[src/sm3_pkg.sv]
`timescale 1ns / 1ps
`default_nettype none
package sm3_pkg;

	typedef struct packed {
		logic [31:0] message_word;
		logic [2:0]  valid_bytes;
		logic        last_word;
	} sm3_in_t;

	typedef struct packed {
		logic [31:0] digest_word;
		logic [2:0]  word_index;
		logic        digest_last;
	} sm3_out_t;

	// queue entry: one block word, plus markers for block end and message end
	typedef struct packed {
		logic [31:0] data;
		logic        blk_end;
		logic        msg_end;
	} sm3_qent_t;

	localparam int QDEPTH = 4;
	localparam logic [31:0] T_EARLY = 32'h79cc4519;
	localparam logic [31:0] T_LATE  = 32'h7a879d8a;
	localparam logic [7:0]  PAD_BYTE = 8'h80;

	typedef enum logic [2:0] {
		FS_IDLE, FS_PAD, FS_ZERO, FS_LEN_HI, FS_LEN_LO
	} sm3_fstate_t;

	typedef enum logic [2:0] {
		BS_LOAD, BS_EXPAND, BS_ROUND, BS_FOLD, BS_EMIT
	} sm3_bstate_t;

	function automatic logic [255:0] sm3_iv();
		return {32'h7380166f, 32'h4914b2b9, 32'h172442d7, 32'hda8a0600,
			32'ha96f30bc, 32'h163138aa, 32'he38dee4d, 32'hb0fb0e4e};
	endfunction

	function automatic logic [31:0] rotl(input logic [31:0] x, input logic [4:0] n);
		logic [63:0] d;
		d = {x, x} << n;
		return d[63:32];
	endfunction

	function automatic logic [31:0] perm0(input logic [31:0] x);
		return x ^ rotl(x, 5'd9) ^ rotl(x, 5'd17);
	endfunction

	function automatic logic [31:0] perm1(input logic [31:0] x);
		return x ^ rotl(x, 5'd15) ^ rotl(x, 5'd23);
	endfunction

endpackage
`default_nettype wire

[src/sm3_hash_engine.sv]
// SM3 hash engine.
// Input channel (in_valid/in_ready/in_data): one request per message word,
// big-endian, valid_bytes leading bytes, last_word on the final word.
// Output channel (out_valid/out_ready/out_data): after a last word, eight
// digest words, index 0 first, digest_last on index 7.
// A front stage turns requests into block words (adding 0x80, zero fill
// and the 64-bit bit length) and feeds a 4-entry queue. The back stage
// loads 16 words, then runs 64 rounds at one round per cycle, with the
// message schedule computed on the fly from a 16-word window.
// The back stage takes no new block words while it compresses a block, so
// throughput is bound by the single round unit.
// The delay from the last word to the first digest word depends on whether
// padding spills into an extra block.
// Reset loads the SM3 initial value and empties the queue. When the
// receiver stalls, the back stage holds the current digest word and the
// queue fills, after which in_ready drops.
`timescale 1ns / 1ps
`default_nettype none
module sm3_hash_engine #(
	parameter int QDEPTH = sm3_pkg::QDEPTH
) (
	input  wire               clk,
	input  wire               arst_n,
	input  sm3_pkg::sm3_in_t  in_data,
	input  wire               in_valid,
	output logic              in_ready,
	output sm3_pkg::sm3_out_t out_data,
	output logic              out_valid,
	input  wire               out_ready
);
	import sm3_pkg::*;

	sm3_qent_t fq_data, bq_data;
	logic      fq_valid, fq_ready, bq_valid, bq_ready, busy;

	sm3_front u_front (
		.clk, .arst_n, .in_data, .in_valid, .in_ready,
		.q_data(fq_data), .q_valid(fq_valid), .q_ready(fq_ready)
	);

	sm3_fifo #(.DEPTH(QDEPTH)) u_fifo (
		.clk, .arst_n,
		.wr_data(fq_data), .wr_valid(fq_valid), .wr_ready(fq_ready),
		.rd_data(bq_data), .rd_valid(bq_valid), .rd_ready(bq_ready)
	);

	sm3_back u_back (
		.clk, .arst_n, .q_data(bq_data), .q_valid(bq_valid), .q_ready(bq_ready),
		.out_data, .out_valid, .out_ready, .busy
	);

	// digest words leave in index order
	a_idx: assert property (@(posedge clk) disable iff (!arst_n)
		out_valid && out_ready && !out_data.digest_last |=> out_data.word_index != 3'd0)
		else $error("digest index restarted early");
	a_last: assert property (@(posedge clk) disable iff (!arst_n)
		out_valid |-> (out_data.digest_last == (out_data.word_index == 3'd7)))
		else $error("digest_last mismatch");
	a_busy: assert property (@(posedge clk) disable iff (!arst_n)
		out_valid |-> busy)
		else $error("output while back stage idle");
endmodule
`default_nettype wire

[src/sm3_front.sv]
`timescale 1ns / 1ps
`default_nettype none
module sm3_front (
	input  wire               clk,
	input  wire               arst_n,
	input  sm3_pkg::sm3_in_t  in_data,
	input  wire               in_valid,
	output logic              in_ready,
	output sm3_pkg::sm3_qent_t q_data,
	output logic              q_valid,
	input  wire               q_ready
);
	import sm3_pkg::*;

	sm3_fstate_t state_q, state_d;
	logic [3:0]  cnt_q;
	logic [63:0] len_q;
	logic [3:0]  cnt_inc;
	logic [2:0]  vb;
	logic [31:0] mask, padw;

	assign cnt_inc = cnt_q + 4'd1;

	// clamp byte count and build masked word with pad byte
	always_comb begin
		vb = (in_data.valid_bytes > 3'd4) ? 3'd4 : in_data.valid_bytes;
		case (vb)
			3'd0: mask = 32'h0;
			3'd1: mask = 32'hff000000;
			3'd2: mask = 32'hffff0000;
			3'd3: mask = 32'hffffff00;
			default: mask = 32'hffffffff;
		endcase
		case (vb)
			3'd0: padw = {PAD_BYTE, 24'h0};
			3'd1: padw = {8'h0, PAD_BYTE, 16'h0};
			3'd2: padw = {16'h0, PAD_BYTE, 8'h0};
			3'd3: padw = {24'h0, PAD_BYTE};
			default: padw = 32'h0;
		endcase
	end

	always_ff @(posedge clk or negedge arst_n) begin
		if (!arst_n) begin
			state_q <= FS_IDLE;
			cnt_q   <= '0;
			len_q   <= '0;
		end else begin
			state_q <= state_d;
			if (in_valid && in_ready) begin
				if (!in_data.last_word) len_q <= len_q + 64'd32;
				else len_q <= len_q + {58'd0, vb, 3'd0};
			end
			if (q_valid && q_ready) cnt_q <= (q_data.msg_end) ? 4'd0 : cnt_inc;
			if (q_valid && q_ready && q_data.msg_end) len_q <= '0;
		end
	end

	// word generation per state
	always_comb begin
		state_d  = state_q;
		in_ready = 1'b0;
		q_valid  = 1'b0;
		q_data   = '0;
		case (state_q)
			FS_IDLE: begin
				in_ready = q_ready;
				q_valid  = in_valid;
				q_data.data = in_data.last_word ? ((in_data.message_word & mask) | padw)
					: in_data.message_word;
				q_data.blk_end = (cnt_q == 4'd15);
				if (in_valid && q_ready && in_data.last_word)
					state_d = (vb == 3'd4) ? FS_PAD
						: ((cnt_q == 4'd13) ? FS_LEN_HI : FS_ZERO);
			end
			FS_PAD: begin
				q_valid = 1'b1;
				q_data.data = {PAD_BYTE, 24'h0};
				q_data.blk_end = (cnt_q == 4'd15);
				if (q_ready) state_d = (cnt_q == 4'd13) ? FS_LEN_HI : FS_ZERO;
			end
			FS_ZERO: begin
				q_valid = 1'b1;
				q_data.blk_end = (cnt_q == 4'd15);
				if (q_ready && cnt_q == 4'd13) state_d = FS_LEN_HI;
			end
			FS_LEN_HI: begin
				q_valid = 1'b1;
				q_data.data = len_q[63:32];
				if (q_ready) state_d = FS_LEN_LO;
			end
			FS_LEN_LO: begin
				q_valid = 1'b1;
				q_data.data = len_q[31:0];
				q_data.blk_end = 1'b1;
				q_data.msg_end = 1'b1;
				if (q_ready) state_d = FS_IDLE;
			end
			default: state_d = FS_IDLE;
		endcase
	end
endmodule
`default_nettype wire

[src/sm3_fifo.sv]
`timescale 1ns / 1ps
`default_nettype none
module sm3_fifo #(
	parameter int DEPTH = sm3_pkg::QDEPTH
) (
	input  wire                clk,
	input  wire                arst_n,
	input  sm3_pkg::sm3_qent_t wr_data,
	input  wire                wr_valid,
	output logic               wr_ready,
	output sm3_pkg::sm3_qent_t rd_data,
	output logic               rd_valid,
	input  wire                rd_ready
);
	import sm3_pkg::*;
	localparam int AW = (DEPTH > 1) ? $clog2(DEPTH) : 1;

	sm3_qent_t       mem_q [DEPTH];
	logic [AW-1:0]   wp_q, rp_q;
	logic [AW:0]     cnt_q;
	logic            wr_en, rd_en;

	assign wr_ready = (cnt_q != DEPTH[AW:0]);
	assign rd_valid = (cnt_q != '0);
	assign rd_data  = mem_q[rp_q];
	assign wr_en    = wr_valid && wr_ready;
	assign rd_en    = rd_valid && rd_ready;

	always_ff @(posedge clk) begin
		if (wr_en) mem_q[wp_q] <= wr_data;
	end

	// pointers wrap at depth
	always_ff @(posedge clk or negedge arst_n) begin
		if (!arst_n) begin
			wp_q <= '0;
			rp_q <= '0;
			cnt_q <= '0;
		end else begin
			if (wr_en) wp_q <= (wp_q == AW'(DEPTH - 1)) ? '0 : wp_q + 1'b1;
			if (rd_en) rp_q <= (rp_q == AW'(DEPTH - 1)) ? '0 : rp_q + 1'b1;
			cnt_q <= cnt_q + {{AW{1'b0}}, wr_en} - {{AW{1'b0}}, rd_en};
		end
	end
endmodule
`default_nettype wire

[src/sm3_back.sv]
`timescale 1ns / 1ps
`default_nettype none
module sm3_back (
	input  wire                clk,
	input  wire                arst_n,
	input  sm3_pkg::sm3_qent_t q_data,
	input  wire                q_valid,
	output logic               q_ready,
	output sm3_pkg::sm3_out_t  out_data,
	output logic               out_valid,
	input  wire                out_ready,
	output logic               busy
);
	import sm3_pkg::*;

	localparam logic [255:0] IV = sm3_iv();

	sm3_bstate_t state_q, state_d;
	logic [31:0] w_q [16];     // sliding window of W
	logic [31:0] v_q [8];      // chaining value
	logic [31:0] r_q [8];      // working registers A..H
	logic [5:0]  rnd_q;
	logic [3:0]  ld_q;
	logic [2:0]  oidx_q;
	logic        fin_q;
	logic [31:0] wnew, wj, wpj, tj, a12, ss1, ss2, ff, gg, tt1, tt2;
	logic        early;

	// next schedule word and per-round compression datapath
	always_comb begin
		wnew  = perm1(w_q[0] ^ w_q[7] ^ rotl(w_q[13], 5'd15)) ^ rotl(w_q[3], 5'd7) ^ w_q[10];
		wj    = w_q[0];
		wpj   = w_q[0] ^ w_q[4];
		early = (rnd_q < 6'd16);
		tj    = early ? T_EARLY : T_LATE;
		a12   = rotl(r_q[0], 5'd12);
		ss1   = rotl(a12 + r_q[4] + rotl(tj, rnd_q[4:0]), 5'd7);
		ss2   = ss1 ^ a12;
		ff    = early ? (r_q[0] ^ r_q[1] ^ r_q[2])
			: ((r_q[0] & r_q[1]) | (r_q[0] & r_q[2]) | (r_q[1] & r_q[2]));
		gg    = early ? (r_q[4] ^ r_q[5] ^ r_q[6]) : ((r_q[4] & r_q[5]) | (~r_q[4] & r_q[6]));
		tt1   = ff + r_q[3] + ss2 + wpj;
		tt2   = gg + r_q[7] + ss1 + wj;
	end

	always_ff @(posedge clk or negedge arst_n) begin
		if (!arst_n) begin
			state_q <= BS_LOAD;
			ld_q <= '0;
			rnd_q <= '0;
			oidx_q <= '0;
			fin_q <= 1'b0;
			for (int i = 0; i < 8; i++) v_q[i] <= IV[255 - 32*i -: 32];
		end else begin
			state_q <= state_d;
			case (state_q)
				BS_LOAD: if (q_valid) begin
					ld_q <= q_data.blk_end ? 4'd0 : ld_q + 4'd1;
					if (q_data.blk_end)
						fin_q <= q_data.msg_end;
				end
				BS_EXPAND: rnd_q <= '0;
				BS_ROUND: rnd_q <= rnd_q + 6'd1;
				BS_FOLD: begin
					for (int i = 0; i < 8; i++) v_q[i] <= v_q[i] ^ r_q[i];
					oidx_q <= '0;
				end
				BS_EMIT: if (out_ready) begin
					oidx_q <= oidx_q + 3'd1;
					if (oidx_q == 3'd7)
						for (int i = 0; i < 8; i++) v_q[i] <= IV[255 - 32*i -: 32];
				end
				default: ;
			endcase
		end
	end

	// block window: load shifts in message words, expand copies the chaining value to A..H, rounds shift in expanded words
	always_ff @(posedge clk) begin
		if (state_q == BS_LOAD && q_valid) begin
			for (int i = 0; i < 15; i++) w_q[i] <= w_q[i+1];
			w_q[15] <= q_data.data;
		end else if (state_q == BS_EXPAND) begin
			for (int i = 0; i < 8; i++) r_q[i] <= v_q[i];
		end else if (state_q == BS_ROUND) begin
			for (int i = 0; i < 15; i++) w_q[i] <= w_q[i+1];
			w_q[15] <= wnew;
			r_q[3] <= r_q[2];
			r_q[2] <= rotl(r_q[1], 5'd9);
			r_q[1] <= r_q[0];
			r_q[0] <= tt1;
			r_q[7] <= r_q[6];
			r_q[6] <= rotl(r_q[5], 5'd19);
			r_q[5] <= r_q[4];
			r_q[4] <= perm0(tt2);
		end
	end

	always_comb begin
		state_d   = state_q;
		q_ready   = 1'b0;
		out_valid = 1'b0;
		out_data.digest_word = v_q[oidx_q];
		out_data.word_index  = oidx_q;
		out_data.digest_last = (oidx_q == 3'd7);
		case (state_q)
			BS_LOAD: begin
				q_ready = 1'b1;
				if (q_valid && q_data.blk_end) state_d = BS_EXPAND;
			end
			BS_EXPAND: state_d = BS_ROUND;
			BS_ROUND: if (rnd_q == 6'd63) state_d = BS_FOLD;
			BS_FOLD: state_d = fin_q ? BS_EMIT : BS_LOAD;
			BS_EMIT: begin
				out_valid = 1'b1;
				if (out_ready && oidx_q == 3'd7) state_d = BS_LOAD;
			end
			default: state_d = BS_LOAD;
		endcase
	end

	assign busy = (state_q != BS_LOAD) || (ld_q != '0);
endmodule
`default_nettype wire

[config.mk]
export PLATFORM = sky130hd
export DESIGN_NAME = sm3_hash_engine
export DESIGN_NICKNAME = d
export VERILOG_FILES = /design/src/sm3_pkg.sv /design/src/sm3_hash_engine.sv /design/src/sm3_front.sv /design/src/sm3_fifo.sv /design/src/sm3_back.sv
export SDC_FILE = /design/constraint.sdc
export NUM_CORES = 2
export LEC_CHECK = 0
export ABC_AREA = 1
export BUFFER_PORTS_ARGS = -buffer_cell sky130_fd_sc_hd__buf_2
export CORE_MARGIN = 10
export CORE_UTILIZATION = 55
export DETAILED_ROUTE_END_ITERATION = 6
export PLACE_DENSITY_LB_ADDON = 0.2
export SETUP_SLACK_MARGIN = 0.5
export SYNTH_ARGS = -nofsm -noshare
export SYNTH_HDL_FRONTEND = slang
export SYNTH_SLANG_ARGS = --single-unit
[constraint.sdc]
create_clock -name clk -period 26 [get_ports clk]
set_input_delay 1.3 -clock clk [delete_from_list [all_inputs] [get_ports clk]]
set_output_delay 1.3 -clock clk [all_outputs]
set_load 0.01 [all_outputs]
==> impl_metrics.tcl <==
set metrics [dict create \
    status "finished with violations" \
    violations "design-rule violations" \
    tightest_slew_ns 1.295 \
    max_stage_delay_ns 0.93 \
    grt_pass1_vias 49740 \
    rsz0062_at_grt "false" \
    maxSlewHeadroom_pct 13.66 \
    clkSlewWorstSetupHoldPaths_ns 0.06 \
    skew_ns 0.06124 \
    die_height_um 370.2 \
    drive_above_1_share_pct 7.569 \
    io_pins 78 \
    rows 128 \
    ys_warn_count 0 \
    synthCells 7106 \
    first_iter_violations 7334 \
    cp_slowest_cell "o21ai_0" \
    grt_pass1_wl_um 339500 \
    cts_htree_levels 4 \
    crit_family "simple AND/OR/NAND/NOR gates" \
    worstPathRequired_ns 26.52 \
    synth_cell_types 67 \
    grt_max_degree 221 \
    nets 7462 \
    grt_usage_pct 33.79 \
    die_area_um2 137100 \
    hold_viol 0 \
    finalSetupViolations 0 \
    final_cell_mix "1,342 x nand2_1, 941 x inv_1, 904 x edfxtp_1, 885 x o21ai_0, 506 x nand3_1" \
    fin_tns_setup_ns 0 \
    end_kind "flop" \
    cts_tree "built" \
    ys_seq_area_share_pct 53.22 \
    synthSimpleGateAreaFrac_pct 15.89 \
    synth-compound-area-share_pct 11.77 \
    synth-edff-count 904 \
    synth-main-ff-cell "edfxtp_1" \
    drt_wl_total_um 234500 \
    arrival_ns 10.29 \
    post_cts_buffers 0 \
    wl_per_cell_um 26.49 \
    synth_adder_area_share_pct 7.735 \
    clock-sinks 1248 \
    cap_violations 0 \
    drcViolationCount 5 \
    antennaDiodeCount 0 \
    async_flop_share_pct 27.56 \
    synth_top_cell_by_area "edfxtp_1" \
    dpl.hpwl_um 174000 \
    clk-insertion-delay-late_ns 0.81 \
    clk_path_buf_depth 3 \
    synth_seq_cells 1248 \
    clockRootBuffer "clkbuf_16" \
    path_buf_inv 7 \
    slew_viol_final 0 \
    synth_xor_area_share_pct 4.359 \
    synth_nets 7449 \
    hold_buffers 0 \
    avgSynthCellArea_um2 9.493 \
    synth_area_leaders "edfxtp_1 40%, dfrtp_1 8.3%, nand2_1 7.5%, o21ai_0 6.6%, fa_1 5.6%" \
    hp-class "reg -> reg" \
    synthMuxAreaShare_pct 0.1335 \
    numCtsBuffers 134 \
    crit_path_frequent_cell "nand2_1" \
    fmax_mhz 102.3 \
    yosys.area.top_type_share_pct 40.24 \
    gp_congestion 1.016 \
    synth_top_family_by_area "simple AND/OR/NAND/NOR gates" \
    ant_nets 0 \
    final.period_utilization_pct 37.59 \
    grt.overflow.total 0 \
    core-area_um2 121900 \
    syn_to_final_growth_pct 9.706 \
    path_class "reg -> reg" \
    crit_path_max_fanout 49 \
    die_w_um 370.2 \
    fin_crit_ns 9.773 \
    cts.repair.resized 0 \
    drtPass1Iterations 7 \
    start_kind "flop" \
    initial_core_util_pct 55.35 \
    route.vias.total 53010 \
    viasPerCell 5.988 \
    final_common_cell "nand2_1" \
    mappedNetlistArea_um2 67460 \
    antenna_found_initial 9 \
    place.port_buffers 77 \
]
[cells by family after synthesis]
kind of cell	Yosys count
AND/OR/NAND/NOR	2527
adder cells (fa/ha/maj)	303
multiplexers	9
AO/OA/AOI/OAI	1465
buffers and inverters	1224
flip-flops	1248
XOR/XNOR	330
[stage by stage]
stage               cells  area (um^2)  worst slack [ns]  utilization, %  hold slack, ns
detailed placement   8608        69490             16.29           57.01          0.4045
global route         8852        74000             15.59           60.72          0.4108
finish               8852        74000             16.23           60.72          0.4089
floorplan            7106        67460             6.537               -          0.4003
CTS                  8852        74000             16.31           60.72          0.4046
global placement     8608        69490             16.16           57.01          0.4002
[per-layer routing]
layer / global-route usage (%) / vias up / wire [um]
met2: 50.92 / 2829 / 103100
li1: - / 23870 / -
met5: 0 / - / 60
met4: 18.79 / 10 / 15230
met3: 6.832 / 502 / 22040
met1: 45.69 / 25800 / 94050
[final cells by class]
type | count | area, um^2
clock buffers | 171 | 3573
repair buffers | 144 | 935.9
inverters | 957 | 3616
well taps | 1625 | 2033
flip-flops and latches | 1248 | 35910
clock inverters | 73 | 943.4
fillers | 10180 | 47870
multi-input cells | 4634 | 26990
[path summary, 6_finish.rpt]
path                       cells after the start                         start                       endpoint  slack, ns
max in group asynchronous                      4                        arst_n  u_front.len_q[27]$_DFFE_PN0P_      22.45
max reg2reg                                   42   u_back.rnd_q[4]$_DFFE_PN0P_    u_back.r_q[0][21]$_DFFE_PP_      16.23
min                                            0  u_back.w_q[1][213]$_DFFE_PP_   u_back.w_q[1][181]$_DFFE_PP_       0.41
max                                           42   u_back.rnd_q[4]$_DFFE_PN0P_    u_back.r_q[0][21]$_DFFE_PP_      16.23
min in group asynchronous                      1                        arst_n    u_back.v_q[122]$_DFFE_PN0P_       0.54
min reg2reg                                    0  u_back.w_q[1][213]$_DFFE_PP_   u_back.w_q[1][181]$_DFFE_PP_       0.41
[cells in the mapped netlist (35+ instances only)]
master,number
a21oi_1,308
a31oi_1,68
clkbuf_1,215
dfrtp_1,225
dfstp_2,119
edfxtp_1,904
fa_1,190
ha_1,113
inv_1,946
nand2_1,1344
nand3_1,507
nand4_1,52
nor2_1,448
nor3_1,92
o21a_1,35
o21ai_0,885
o22ai_1,40
xnor2_1,96
xor2_1,230
[sequential cells by signal, indices dropped and copies added, names as in the netlist]
register         cells
u_back.w_q         512
u_back.r_q         256
u_back.v_q         256
u_fifo.mem_q       136
u_front.len_q       61
u_back.rnd_q         6
u_front.cnt_q        4
u_back.oidx_q        3
u_back.state_q       3
u_fifo.cnt_q         3
u_front.state_q      3
u_fifo.rp_q          2
u_fifo.wp_q          2
u_back.fin_q         1
Power is not shown: default switching activity piles up to over one toggle a cycle in this logic, so the estimate is an artifact.
